==> config.mk <==
export PLATFORM = sky130hd
export DESIGN_NAME = spr_div
export DESIGN_NICKNAME = d
export VERILOG_FILES = /design/src/sv/spr_pkg.sv /design/src/sv/spr_div.sv
export SDC_FILE = /design/constraint.sdc
export NUM_CORES = 1
export LEC_CHECK = 0
export ABC_AREA = 1
export BUFFER_PORTS_ARGS = -buffer_cell sky130_fd_sc_hd__buf_2
export CAP_MARGIN = 20
export CORE_MARGIN = 5
export CORE_UTILIZATION = 55
export CTS_BUF_LIST = sky130_fd_sc_hd__clkbuf_8
export DETAILED_ROUTE_END_ITERATION = 7
export MAX_ROUTING_LAYER = met4
export PLACE_DENSITY = 0.82
export SLEW_MARGIN = 15
export SYNTH_ARGS = -nofsm -noshare
export SYNTH_HDL_FRONTEND = slang
export SYNTH_SLANG_ARGS = --single-unit
==> constraint.sdc <==
create_clock -name clk -period 2.4 [get_ports clk]
set_input_delay 0.48 -clock clk [delete_from_list [all_inputs] [get_ports clk]]
set_output_delay 0.48 -clock clk [all_outputs]
set_load 0.02 [all_outputs]
==> src/sv/spr_pkg.sv <==
package spr_pkg;

    localparam int SCORE_BITS      = 32;
    localparam int FRAC_BITS       = SCORE_BITS - 1;
    localparam int DVD_W           = SCORE_BITS + 2;
    localparam int MAX_NODES_DEF   = 1024;
    localparam int MAX_ENTRIES_DEF = 4096;
    localparam int NODE_FIELD_W    = 10;

    localparam logic [SCORE_BITS-1:0] SCORE_MAX = {SCORE_BITS{1'b1}};
    localparam logic [SCORE_BITS-1:0] Q_ONE     = SCORE_BITS'(1) << FRAC_BITS;

    localparam logic [1:0] CMD_CLEAR = 2'd0;
    localparam logic [1:0] CMD_LOAD  = 2'd1;
    localparam logic [1:0] CMD_RUN   = 2'd2;
    localparam logic [1:0] CMD_READ  = 2'd3;

    localparam logic [1:0] CFG_NODE_COUNT = 2'd0;
    localparam logic [1:0] CFG_DAMPING    = 2'd1;
    localparam logic [1:0] CFG_TOLERANCE  = 2'd2;
    localparam logic [1:0] CFG_MAX_ITER   = 2'd3;

    localparam logic KIND_STATUS = 1'b0;
    localparam logic KIND_SCORE  = 1'b1;

    typedef struct packed {
        logic [1:0]              cmd;
        logic [NODE_FIELD_W-1:0] entry_row;
        logic [NODE_FIELD_W-1:0] entry_col;
        logic [SCORE_BITS-1:0]   entry_weight;
        logic [NODE_FIELD_W-1:0] read_node;
    } item_t;

    typedef struct packed {
        logic                  result_kind;
        logic [SCORE_BITS-1:0] score_value;
        logic [15:0]           iterations_done;
        logic [SCORE_BITS-1:0] final_difference;
        logic                  converged;
        logic                  error_flag;
    } result_t;

    typedef struct packed {
        logic [NODE_FIELD_W-1:0] row;
        logic [NODE_FIELD_W-1:0] col;
        logic [SCORE_BITS-1:0]   weight;
    } entry_t;

    typedef struct packed {
        logic clear;
        logic append;
        logic rd_en;
    } ent_ctl_t;

    // Clamp a wide nonnegative value to the largest score code.
    function automatic logic [SCORE_BITS-1:0] sat_score(input logic [DVD_W-1:0] v);
        logic [SCORE_BITS-1:0] r;
        begin
            r = (v > DVD_W'(SCORE_MAX)) ? SCORE_MAX : v[SCORE_BITS-1:0];
            return r;
        end
    endfunction

endpackage

==> src/sv/spr_div.sv <==
module spr_div #(
    parameter int DIVISOR_W = 11
) (
    input  logic                           clk,
    input  logic                           rst_n,
    input  logic                           start,
    input  logic [spr_pkg::DVD_W-1:0]      dividend,
    input  logic [DIVISOR_W-1:0]           divisor,
    output logic                           done,
    output logic [spr_pkg::SCORE_BITS-1:0] quotient
);
    import spr_pkg::*;

    localparam int CNT_W = $clog2(DVD_W + 1);

    logic [CNT_W-1:0]     cnt_reg, cnt_next;
    logic                 busy_reg, busy_next;
    logic                 done_reg, done_next;
    logic [DVD_W-1:0]     dq_reg, dq_next;
    logic [DIVISOR_W-1:0] rem_reg, rem_next;
    logic [DIVISOR_W:0]   rem_shift;
    logic                 fits;

    // One quotient bit per cycle while busy, restoring form.
    always_comb
    begin
        rem_shift = {rem_reg, dq_reg[DVD_W-1]};
        fits      = rem_shift >= {1'b0, divisor};
        cnt_next  = cnt_reg;
        busy_next = busy_reg;
        done_next = 1'b0;
        dq_next   = dq_reg;
        rem_next  = rem_reg;
        if (start)
        begin
            dq_next   = dividend;
            rem_next  = '0;
            cnt_next  = CNT_W'(DVD_W);
            busy_next = 1'b1;
        end
        else if (busy_reg)
        begin
            rem_next = fits ? DIVISOR_W'(rem_shift - {1'b0, divisor})
                            : rem_shift[DIVISOR_W-1:0];
            dq_next  = {dq_reg[DVD_W-2:0], fits};
            cnt_next = cnt_reg - CNT_W'(1);
            if (cnt_reg == CNT_W'(1))
            begin
                busy_next = 1'b0;
                done_next = 1'b1;
            end
        end
    end

    always_ff @(posedge clk or negedge rst_n)
    begin
        if (!rst_n)
        begin
            cnt_reg  <= '0;
            busy_reg <= 1'b0;
            done_reg <= 1'b0;
        end
        else
        begin
            cnt_reg  <= cnt_next;
            busy_reg <= busy_next;
            done_reg <= done_next;
        end
    end

    always_ff @(posedge clk)
    begin
        dq_reg  <= dq_next;
        rem_reg <= rem_next;
    end

    assign done     = done_reg;
    assign quotient = sat_score(dq_reg);

endmodule

# Word-level counts from Yosys, hierarchy flattened
# Index checks and enable logic that the tools add are counted.
[word_totals] register_bits=53 latch_bits=0 ram_bits=0 romBits=0 input_bits=48 out_inout_bits=33 mem_count=0
[op_classes] addsub=2 multipliers=0 n_div=0 n_lt_le_gt_ge=2 eq_ne=1 n_shift=0 muxes=12 n_bitwise=0 n_reduce_logical=1
[ops] operator="two-way mux 34 bit" count=2
[ops] operator="greater-than comparator 34 x 32 -> 1 bit (second input constant)" count=1
[ops] operator="two-way mux 32 bit" count=1
[ops] operator="greater-or-equal comparator 12 x 11 -> 1 bit" count=1
[ops] operator="two-way mux 6 bit" count=2
[ops] operator="two-way mux 11 bit" count=1
[ops] operator="subtractor 11 bit" count=1
[ops] operator="equality test 6 x 1 -> 1 bit (second input constant)" count=1
[ops] operator="two-way mux 1 bit" count=6
[ops] operator="subtractor 6 x 1 -> 6 bit (second input constant)" count=1
[ops] operator="nonzero test 2 bit" count=1

# Depth between registers and ports, before layout
# Gate-level depths: netlist of the first run.
[depth] word_depth=4 mapped_depth=12 ltp_nobuf=12

# Least setup slack after synthesis of the first run
# No wires, ideal clock.
[synth_timing] path_type="input -> register" startpoint="input port divisor[0]" endpoint="register rem_reg[7]" setup_ps=113 t_arrival_ps=1799 required_ps=2287 path_slack_ps=488 stages=11 cell_sequence="ha_1 > fa_1 > inv_1 > nand3_1 > nand3_2 > nand2_1 > nand4_2 > buf_8 > nand3_2 > nand3_1 > nand2_1"
[synth_via] elab_chain_len=2
[synth_lines] element="start, declared" line="spr_div.sv:8" source="input logic [DIVISOR_W-1:0] divisor,"
[synth_lines] element="subtractor 11 bit or greater-or-equal comparator 12 x 11 -> 1 bit (tied branches)" line="spr_div.sv:43, spr_div.sv:28"
[synth_lines] element="two-way mux 11 bit *" line="spr_div.sv:43" source="rem_next = fits ? DIVISOR_W'(rem_shift - {1'b0, divisor})"
[synth_lines] element="end signal, assigned" line="spr_div.sv:74" source="rem_reg <= rem_next;"
[synth_lines] element="end, declared" line="spr_div.sv:20" source="logic [DIVISOR_W-1:0] rem_reg, rem_next;"
# Every way passes the cells marked *; elsewhere a longest branch is shown, timed or not.
# A chain may end at the register's enable or synchronous reset.

# Final worst setup path of the first run
[layout_timing] startpoint="register dq_reg[33]" endpoint="register rem_reg[9]"
[layout_via] elab_chain_len=2
[layout_lines] element="start, declared" line="spr_div.sv:19" source="logic [DVD_W-1:0] dq_reg, dq_next;"
[layout_lines] element="start signal, assigned" line="spr_div.sv:73" source="dq_reg <= dq_next;"
[layout_lines] element="subtractor 11 bit or greater-or-equal comparator 12 x 11 -> 1 bit (tied branches)" line="spr_div.sv:43, spr_div.sv:28"
[layout_lines] element="two-way mux 11 bit *" line="spr_div.sv:43"
# Marks and branches as above.

==> results of run 1 <==
==> cell usage after synthesis, types with 2 or more instances <==
cell      number
nor2_1        15
buf_2          5
clkbuf_1      10
ha_1          13
inv_2          2
nand2_1      141
a21oi_1        7
dfxtp_1       11
nand2_2        8
nand3_1       26
edfxtp_1      34
nand3_2        6
nand4_1       14
nor3_1         2
inv_1         82
dfrtp_1        8
xnor2_1        2
o21ai_0       37
==> power by group through the flow <==
stage | Combinational (mW) | Clock [mW] | Sequential (mW)
4_1_cts | 1.48 | 0.467 | 1.25
3_5_place_dp | 1.48 | 0 | 1.27
5_1_grt | 1.70 | 0.509 | 1.27
2_1_floorplan | 1.21 | 0 | 1.22
3_3_place_gp | 1.45 | 0 | 1.27
6_report | 1.50 | 0.455 | 1.25
==> final cells by class <==
cell class                 instances  area share, %
sequential                        53           37.7
multi-input combinational        281           37.4
timing repair buffer              88           12.1
inverter                          84           8.26
tap                               75           2.46
clock buffer                       5           1.80
clock inverter                     3          0.295
==> worst paths after layout <==
check                                         from                 endpoint  slack [ns]  cells after the start
setup / recovery              dq_reg[33]$_DFFE_PP_  rem_reg[9]$_SDFFE_PP0P_        0.35                     11
hold / removal                               rst_n   cnt_reg[3]$_DFFE_PN0P_       0.005                      1
setup reg to reg              dq_reg[33]$_DFFE_PP_  rem_reg[9]$_SDFFE_PP0P_        0.35                     11
hold reg to reg            rem_reg[4]$_SDFFE_PP0P_  rem_reg[4]$_SDFFE_PP0P_        0.49                      2
max in group asynchronous                    rst_n   cnt_reg[4]$_DFFE_PN0P_        2.23                      1
min in group clk                       dividend[0]      dq_reg[0]$_DFFE_PP_        0.45                      3
==> per-layer routing <==
metal | up-vias | share of wire [%]
met5 | - | 0
met3 | 13 | 7.5
met2 | 86 | 49
met4 | 0 | 1.5
met1 | 1348 | 42
li1 | 1527 | -
==> cells in the final DEF, fill, tap and decap left out, types with 2 or more instances in the layout <==
cell type / n
nand4_1: 14
a21oi_1: 7
o21ai_0: 37
edfxtp_1: 34
nand2_1: 141
buf_2: 80
nand2_2: 8
nor3_1: 2
nor2_1: 14
inv_2: 2
nor2_2: 2
clkbuf_8: 5
dfxtp_1: 11
ha_1: 13
dfrtp_1: 8
xnor2_1: 2
inv_1: 84
nand3_2: 6
buf_4: 8
nand3_1: 26
==> worst reg2reg max path, cell delays in order, from the launching register on <==
cell and delay (ns):
edfxtp_1 0.37, inv_1 0.09, ha_1 0.21, fa_1 0.40, inv_1 0.09, nand3_1 0.08
nand3_2 0.11, nand2_1 0.12, nand4_4 0.20, nand3_2 0.13, nand3_1 0.09, nand2_1 0.05
==> cells by family after synthesis <==
family	after synthesis	synth area share, %
AO/OA/AOI/OAI	46	7.25
flip-flops	53	44.2
AND/OR/NAND/NOR	218	29.8
adder cells (fa/ha/maj)	14	5.60
buffers and inverters	101	12.4
XOR/XNOR	3	0.806
==> metrics by stage <==
| step | setup WS (ns) | area, um2 | hold slack (ns) | instances | total power, mW |
|---|---|---|---|---|---|
| 5_1_grt | 0.129 | 3820 | 0.00213 | 589 | 3.48 |
| 4_1_cts | 0.220 | 3810 | 0.00495 | 589 | 3.20 |
| 2_1_floorplan | 0.488 | 3260 | 0.184 | 435 | 2.43 |
| 3_5_place_dp | 0.121 | 3730 | 0.331 | 581 | 2.75 |
| 3_3_place_gp | 0.192 | 3730 | 0.332 | 581 | 2.71 |
| 6_report | 0.349 | 3820 | 0.00510 | 589 | 3.21 |
==> results.json, run 1 <==
{
  "antenna_found_initial": 0,
  "pin_count": 81,
  "drt_pre_antenna_iters": 4,
  "n_fill_cell": 501,
  "met2_usage_pct": 34.2,
  "final_net_count": 575,
  "cts-resized-gates": 0,
  "async_reset_ff_share_pct": 15.1,
  "drt_wl_total_um": 7400,
  "yosys_warnings": 0,
  "dieArea_um2": 7570,
  "drv_cap": 0,
  "rsz0062_at_grt": "no",
  "status": "finished, final reports clean",
  "syn-num-nets": 497,
  "worst-path-max-fanout": 12,
  "seq_area_frac_synth_pct": 44.2,
  "skew_ns": 0.00975,
  "max_slew_margin_pct": 50.6,
  "power.leakage_nw": 2.01,
  "tns_ns": 0,
  "cp.required_ns": 2.60,
  "track_usage_pct": 20.5,
  "synth.distinct_cells": 30,
  "netlist_top_cells_area": "edfxtp_1 (31%), nand2_1 (16%), inv_1 (9.4%), dfxtp_1 (6.8%), dfrtp_1 (6.1%)",
  "grt_max_degree": 34,
  "final_util_pct": 65.3,
  "ys_ff_latch": 53,
  "io_buffers": 80,
  "cp-start-kind": "flop",
  "power_density_nw_per_um2": 840,
  "wl_per_cell_um": 12.6,
  "cts_tree": "built",
  "chipWidth_um": 87.0,
  "drv_slew": 0,
  "crit_chain": "inv_1, ha_1, fa_1, inv_1, nand3_1, nand3_2, nand2_1, nand4_4, nand3_2, nand3_1, nand2_1",
  "grt-ovfl-total": 0,
  "root_buffer": "clkbuf_8",
  "crit_type": "flop to flop",
  "largest_reg_flops": 34,
  "seq_area_um2": 1440,
  "initial_core_util_pct": 55.8,
  "synth_area_um2": 3260,
  "synth_ff_type": "edfxtp_1",
  "switching_share_pct": 41.4,
  "cpPeakStageDelay_ns": 0.40,
  "p_switching_mw": 1.33,
  "post-cts-setup-buffer-count": 0,
  "coreArea_um2": 5850,
  "antenna_left": 0,
  "crit_arrival_ns": 2.25,
  "grt-busiest-layer": "met2",
  "seqPwrFrac_pct": 39.1,
  "place_congestion": 0.909,
  "die_h_um": 87.0,
  "cp_slowest_cell": "fa_1",
  "cts_buffers": 5,
  "hold_viol": 0,
  "final-setup-viol-count": 0,
  "synth-edff-count": 34,
  "cts_hold_buf": 0,
  "clock_sinks": 53,
  "area_delta_synth_final_pct": 17.1,
  "max_freq_mhz": 488,
  "cp-end-kind": "flop",
  "p_comb_share_pct": 46.7,
  "via_count": 2974,
  "drt_iter0_markers": 232,
  "antenna_cells": 0,
  "clkLatencyLatePin_ns": 0.31,
  "grt_pass1_vias": 2725,
  "critical_path_buf_inv_count": 2,
  "multi_input_area_um2": 1430,
  "grt_pass1_wl_um": 12100,
  "rows": 28,
  "avgSynthCellArea_um2": 7.50,
  "synth_largest_area_cell": "edfxtp_1",
  "synthCells": 435,
  "cts.clk_slew.worst_paths_ns": 0.09,
  "path_delay_family": "simple AND/OR/NAND/NOR gates",
  "fin_crit_sh_pct": 85.5,
  "htree_num_levels": 2,
  "drive_gt1_share_pct": 22.2,
  "dpl.hpwl_um": 5820,
  "avgViaCountPerCell": 5.05,
  "use_met1_pct": 25.5,
  "power_frac_clock_pct": 14.2,
  "peakVddDrop_uv": 506,
  "drc": 0,
  "cts_buffer_depth": 2,
  "post-route-min-period_ns": 2.05,
  "hp-class": "input pin to asynchronous set/reset pin",
  "p_int_mw": 1.88,
  "grt_use_met3_pct": 3.60,
  "synth_top_area_share_pct": 31.3,
  "tightestPinTransition_ns": 0.739
}
Note: power is estimated with default switching activity, not from simulation.
==> run 2: changes to the inputs <==
- RECOVER_POWER: unset -> 50
==> run 2 against run 1 <==
Register-to-register slack lost 0.02 ns. First-iteration DRC count shrank 9.1%. Design area shrank 0.49%. Critical path depth shrank 6. Sequential share of layout area grew 0.19 points. Maximum frequency shrank 4.3%. Worst setup slack lost 0.091 ns. Final cell count is the same. Non-clock buffer count is the same. Flip-flop and latch count is the same. Clock power is essentially flat. Critical path type is now input pin to flop. Highest routed layer unchanged.
==> results.json, run 2 (synthesized netlist as in run 1, its figures left out) <==
{
  "grt_max_degree": 34,
  "hp-class": "input pin to asynchronous set/reset pin",
  "power_mw": 3.21,
  "hold_viol": 0,
  "via_count": 2996,
  "initial_core_util_pct": 55.8,
  "tns_ns": 0,
  "max_freq_mhz": 467,
  "stdcell_area_um2": 3800,
  "chipWidth_um": 87.0,
  "cp_slowest_cell": "clkbuf_1",
  "grt-ovfl-total": 0,
  "cp.required_ns": 2.33,
  "place_area_um2": 3730,
  "cts_buffer_depth": 2,
  "cts_tree": "built",
  "drc": 0,
  "drt_iter0_markers": 211,
  "drv_slew": 0,
  "tightestPinTransition_ns": 0.851,
  "htree_num_levels": 2,
  "antenna_found_initial": 0,
  "antenna_left": 0,
  "pin_count": 81,
  "worst-path-max-fanout": 18,
  "final-setup-viol-count": 0,
  "largest_reg_flops": 34,
  "cts_buffers": 5,
  "grt_pass1_vias": 2725,
  "avgViaCountPerCell": 5.09,
  "final_net_count": 575,
  "mostFrequentLayoutCells": "nand2_1 (141), inv_1 (84), buf_2 (77)",
  "clkLatencyLatePin_ns": 0.30,
  "drt_wl_total_um": 7430,
  "coreArea_um2": 5850,
  "final_common_cell": "nand2_1",
  "clock_sinks": 53,
  "cp-start-kind": "input pin",
  "rows": 28,
  "crit_type": "input pin to flop",
  "skew_ns": 0.0108,
  "rrSetupSlack_ns": 0.33,
  "max_slew_margin_pct": 43.3,
  "cts.clk_slew.worst_paths_ns": 0.08,
  "root_buffer": "clkbuf_8",
  "wl_per_cell_um": 12.6,
  "fin_crit_sh_pct": 89.3,
  "io_buffers": 80,
  "post-cts-setup-buffer-count": 0,
  "worst_slack_ns": 0.258,
  "drv_cap": 0,
  "cp-end-kind": "flop",
  "cpPeakStageDelay_ns": 0.65,
  "drive_gt1_share_pct": 21.2,
  "area_delta_synth_final_pct": 16.5,
  "dieArea_um2": 7570,
  "grt_pass1_wl_um": 12100,
  "rsz0062_at_grt": "no",
  "post-route-min-period_ns": 2.14,
  "antenna_cells": 0,
  "crit_chain": "clkbuf_1, nor2_1, clkbuf_2, inv_1, clkbuf_1",
  "die_h_um": 87.0,
  "crit_arrival_ns": 2.07,
  "status": "finished, final reports clean",
  "dpl_worst_slack_ns": 0.121,
  "holdWs_ns": 0.0809,
  "cp_common_cell": "clkbuf_1",
  "power.leakage_nw": 1.99,
  "peakVddDrop_uv": 504,
  "track_usage_pct": 20.5,
  "dpl.hpwl_um": 5820,
  "place_congestion": 0.909,
  "drt_pre_antenna_iters": 4,
  "power_density_nw_per_um2": 845
}
==> run 2: cell types whose count changed in the layout (fill, tap and decap cells not counted) <==
| cell | before | now |
|---|---|---|
| buf_4 | 8 | 3 |
| clkbuf_1 | 0 | 5 |
| clkbuf_2 | 0 | 3 |
| buf_2 | 80 | 77 |
==> run 2: routing by layer <==
| layer | GRT usage (%) | vias up | wire, um |
|---|---|---|---|
| li1 | - | 1527 | - |
| met1 | 25.5 | 1379 | 3180 |
| met2 | 34.2 | 82 | 3690 |
| met3 | 3.60 | 8 | 477 |
| met4 | 5.81 | 0 | 89 |
| met5 | - | - | 0 |
==> run 2: final timing paths <==
kind                            depth (start not counted)                     from                       to
min in group clk                                        3              dividend[0]      dq_reg[0]$_DFFE_PP_
worst max register to register                         11     dq_reg[33]$_DFFE_PP_  rem_reg[9]$_SDFFE_PP0P_
max in group asynchronous                               1                    rst_n   cnt_reg[4]$_DFFE_PN0P_
worst min-delay path                                    1                    rst_n   cnt_reg[3]$_DFFE_PN0P_
worst min register to register                          2  rem_reg[4]$_SDFFE_PP0P_  rem_reg[4]$_SDFFE_PP0P_
worst max-delay path                                    5                    start      dq_reg[6]$_DFFE_PP_
==> run 2: through the flow <==
| stage | std cells | util (%) |
|---|---|---|
| floorplan | 435 | - |
| global placement | 581 | 63.8 |
| detailed placement | 581 | 63.8 |
| CTS | 589 | 65.1 |
| global route | 589 | 64.9 |
| finish | 589 | 64.9 |
==> run 2: layout make-up <==
class | instances | area (um2)
Tap cell | 75 | 93.8
Timing Repair Buffer | 88 | 442
Clock buffer | 5 | 68.8
Multi-Input combinational cell | 281 | 1430
Sequential cell | 53 | 1440
Inverter | 84 | 315
Fill cell | 507 | 2050
Clock inverter | 3 | 11.3
==> run 2: critical path: cells and delay by family <==
| kind | cells | cell delay, ns |
|---|---|---|
| buffers and inverters | 4 | 1.50 |
| AND/OR/NAND/NOR | 1 | 0.08 |
==> run 2: report_power, final <==
group          total, mW  internal [mW]  switching (mW)
combinational       1.50          0.544           0.958
clock              0.453          0.195           0.258
sequential          1.25           1.14           0.115
total               3.21           1.88            1.33
==> run 2: repair_timing <==
item	in CTS	in global routing
gates resized for setup	0	1
setup endpoints to repair	0	1
hold buffers	0	0
==> run 3: changes to the inputs <==
- ABC_AREA: 1 -> unset
- CORE_UTILIZATION: 55 -> 53
- PLACE_DENSITY: 0.82 -> 0.8
==> run 3 against run 2 <==
Largest power group unchanged. Largest cell class is now multi-input gates. Via count fell by 17%. Die area increased by 0.24%. Count of clock-buffer cells in the layout is the same. Sequential power hardly changed. Worst setup slack worse by 0.12 ns. Global-route usage down 2.1 points. Synthesized cell count is 35% lower. Total power is 2.2% higher. Combinational power about the same.
==> results.json, run 3 <==
{
  "final-setup-viol-count": 0,
  "drv_cap": 0,
  "synth.distinct_cells": 47,
  "tns_ns": 0,
  "max_freq_mhz": 442,
  "cp.required_ns": 2.61,
  "dr_wl_met3_um": 436,
  "crit_arrival_ns": 2.47,
  "netlist_top_cells_area": "edfxtp_1 (32%), mux2_2 (12%), dfxtp_1 (7.0%), or3_1 (6.6%), dfrtp_1 (6.4%)",
  "cts_buffer_depth": 2,
  "grt_pass1_vias": 2378,
  "post-route-min-period_ns": 2.26,
  "drt_pre_antenna_iters": 4,
  "track_usage_pct": 18.4,
  "mostFrequentLayoutCells": "buf_2 (78), edfxtp_1 (34), mux2_2 (33), or3_1 (33), nor2_1 (23)",
  "cts.clk_slew.worst_paths_ns": 0.10,
  "yosys-top-cells-count": "edfxtp_1 (34), mux2_2 (34), or3_1 (33), nor2_1 (23), inv_1 (16)",
  "hp-class": "input pin to flop",
  "final_common_cell": "buf_2",
  "io_buffers": 80,
  "pin_count": 81,
  "coreArea_um2": 5850,
  "hold-path-endpoint": "dq_reg[29]$_DFFE_PP_",
  "r2r_start": "dq_reg[33]$_DFFE_PP_",
  "power_density_nw_per_um2": 845,
  "skew_ns": 0.0115,
  "initial_core_util_pct": 53.9,
  "reg2reg_depth": 9,
  "fin_crit_sh_pct": 94.2,
  "status": "finished, final reports clean",
  "dieArea_um2": 7590,
  "synthCells": 284,
  "critical_path_buf_inv_count": 1,
  "ys_ff_latch": 53,
  "cp-end-kind": "flop",
  "synth_largest_area_cell": "edfxtp_1",
  "final_util_pct": 66.4,
  "power_mw": 3.28,
  "crit_cells": 9,
  "final_net_count": 443,
  "place_congestion": 0.853,
  "async_reset_ff_share_pct": 15.1,
  "synth_top_area_share_pct": 32.4,
  "antenna_found_initial": 0,
  "avgViaCountPerCell": 5.43,
  "min_from": "dividend[29]",
  "synth_ff_type": "edfxtp_1",
  "hold_viol": 0,
  "max_slew_margin_pct": 43.9,
  "peakVddDrop_uv": 742,
  "syn-num-nets": 346,
  "yosys_warnings": 0,
  "via_count": 2483,
  "cp_slowest_cell": "edfxtp_1",
  "cts_buffers": 5,
  "dpl.hpwl_um": 5290,
  "rows": 28,
  "cpPeakStageDelay_ns": 0.35,
  "avgSynthCellArea_um2": 11.1,
  "synth_area_um2": 3150,
  "cts_tree": "built",
  "multi_input_area_um2": 1600,
  "drc": 0,
  "power.leakage_nw": 1.66,
  "largest_reg_flops": 34,
  "antenna_left": 0,
  "synth-edff-count": 34,
  "chipWidth_um": 87.1,
  "antenna_cells": 0,
  "seq_area_frac_synth_pct": 45.7,
  "cp-start-kind": "flop",
  "grt_max_degree": 35,
  "highest_layer": "met4",
  "root_buffer": "clkbuf_8",
  "n_fill_cell": 457,
  "drt_wl_total_um": 7000,
  "drive_gt1_share_pct": 40.8,
  "clkLatencyLatePin_ns": 0.31,
  "htree_num_levels": 2,
  "rrSetupSlack_ns": 0.14,
  "hold_path_depth": 2,
  "clock_sinks": 53,
  "crit_chain": "inv_1, ha_2, fa_2, nor2b_1, o31a_1, o21ai_2, o21ai_4, mux2_4, a211oi_2",
  "dr_wl_met2_um": 3610,
  "seq_area_um2": 1440,
  "crit_type": "flop to flop",
  "wl_per_cell_um": 15.3,
  "worst_r2r_endpoint": "rem_reg[0]$_SDFFE_PP0P_",
  "drv_slew": 0,
  "area_delta_synth_final_pct": 23.2,
  "post-cts-setup-buffer-count": 0,
  "drt_iter0_markers": 100,
  "worst-path-max-fanout": 6,
  "wirelength_met1_um": 2850,
  "die_h_um": 87.1,
  "tightestPinTransition_ns": 0.841,
  "path_delay_family": "compound AO/OA/AOI/OAI gates",
  "grt_pass1_wl_um": 10700,
  "grt-ovfl-total": 0
}
==> run 3: cell count changes in the layout (fill, tap and decap cells not counted), sizes merged, moves of 14 or more <==
cell,change
nand2,-139
inv,-68
mux2,+35
or3,+33
nand3,-30
o21ai,-27
buf,+22
nand4,-14
==> run 3: what timing repair did <==
action                                  in CTS  in global routing
endpoints found under the hold margin        8                  0
hold buffers                                 1                  0
resized for setup                            0                  8
endpoints found under the setup margin       0                  6
==> run 3: how the worst max path moves through the flow <==
stage / startpoint / to / slack [ns]
CTS: dq_reg[33]$_DFFE_PP_ / rem_reg[10]$_SDFFE_PP0P_ / 0.02
finish: dq_reg[33]$_DFFE_PP_ / rem_reg[0]$_SDFFE_PP0P_ / 0.14
global placement: divisor[0] / rem_reg[10]$_SDFFE_PP0P_ / -0.04
floorplan: divisor[9] / dq_reg[0]$_DFFE_PP_ / 0.06
detailed placement: divisor[0] / rem_reg[10]$_SDFFE_PP0P_ / -0.16
global route: dq_reg[33]$_DFFE_PP_ / rem_reg[10]$_SDFFE_PP0P_ / -0.03
==> run 3: power by group <==
group	switching (mW)	internal (mW)	total, mW
Sequential	0.129	1.15	1.28
Combinational	0.740	0.784	1.52
Clock	0.278	0.198	0.477
==> run 3: area by class of cell <==
class / instances / area share (%)
Tap cell: 75 / 2.42
Multi-Input combinational cell: 198 / 41.2
Sequential cell: 53 / 37.1
Inverter: 16 / 1.55
Clock inverter: 3 / 0.387
Timing Repair Buffer: 107 / 15.6
Clock buffer: 5 / 1.77
==> run 3: per-stage QoR <==
| step | area [um2] | hold WS (ns) | std cells | worst slack (ns) |
|---|---|---|---|---|
| floorplan | 3150 | 0.184 | 284 | 0.0581 |
| global route | 3880 | 0.469 | 457 | -0.0256 |
| detailed placement | 3760 | 0.330 | 448 | -0.160 |
| finish | 3880 | 0.469 | 457 | 0.140 |
| CTS | 3850 | 0.464 | 457 | 0.0171 |
| global placement | 3760 | 0.329 | 448 | -0.0357 |
==> run 3: cells by family after synthesis <==
group | count (synthesis) | share of synthesized area (%)
AO/OA/AOI/OAI | 39 | 9.45
buffers and inverters | 33 | 4.53
XOR/XNOR | 10 | 2.78
AND/OR/NAND/NOR | 94 | 17.2
adder cells (fa/ha/maj) | 14 | 5.80
multiplexers | 41 | 14.5
flip-flops | 53 | 45.7
==> run 3: layer usage <==
layer | vias to the layer above | GRT usage, %
li1 | 1232 | -
met4 | 0 | 5.86
met1 | 1175 | 21.4
met3 | 9 | 2.46
met2 | 67 | 32.7
met5 | - | -
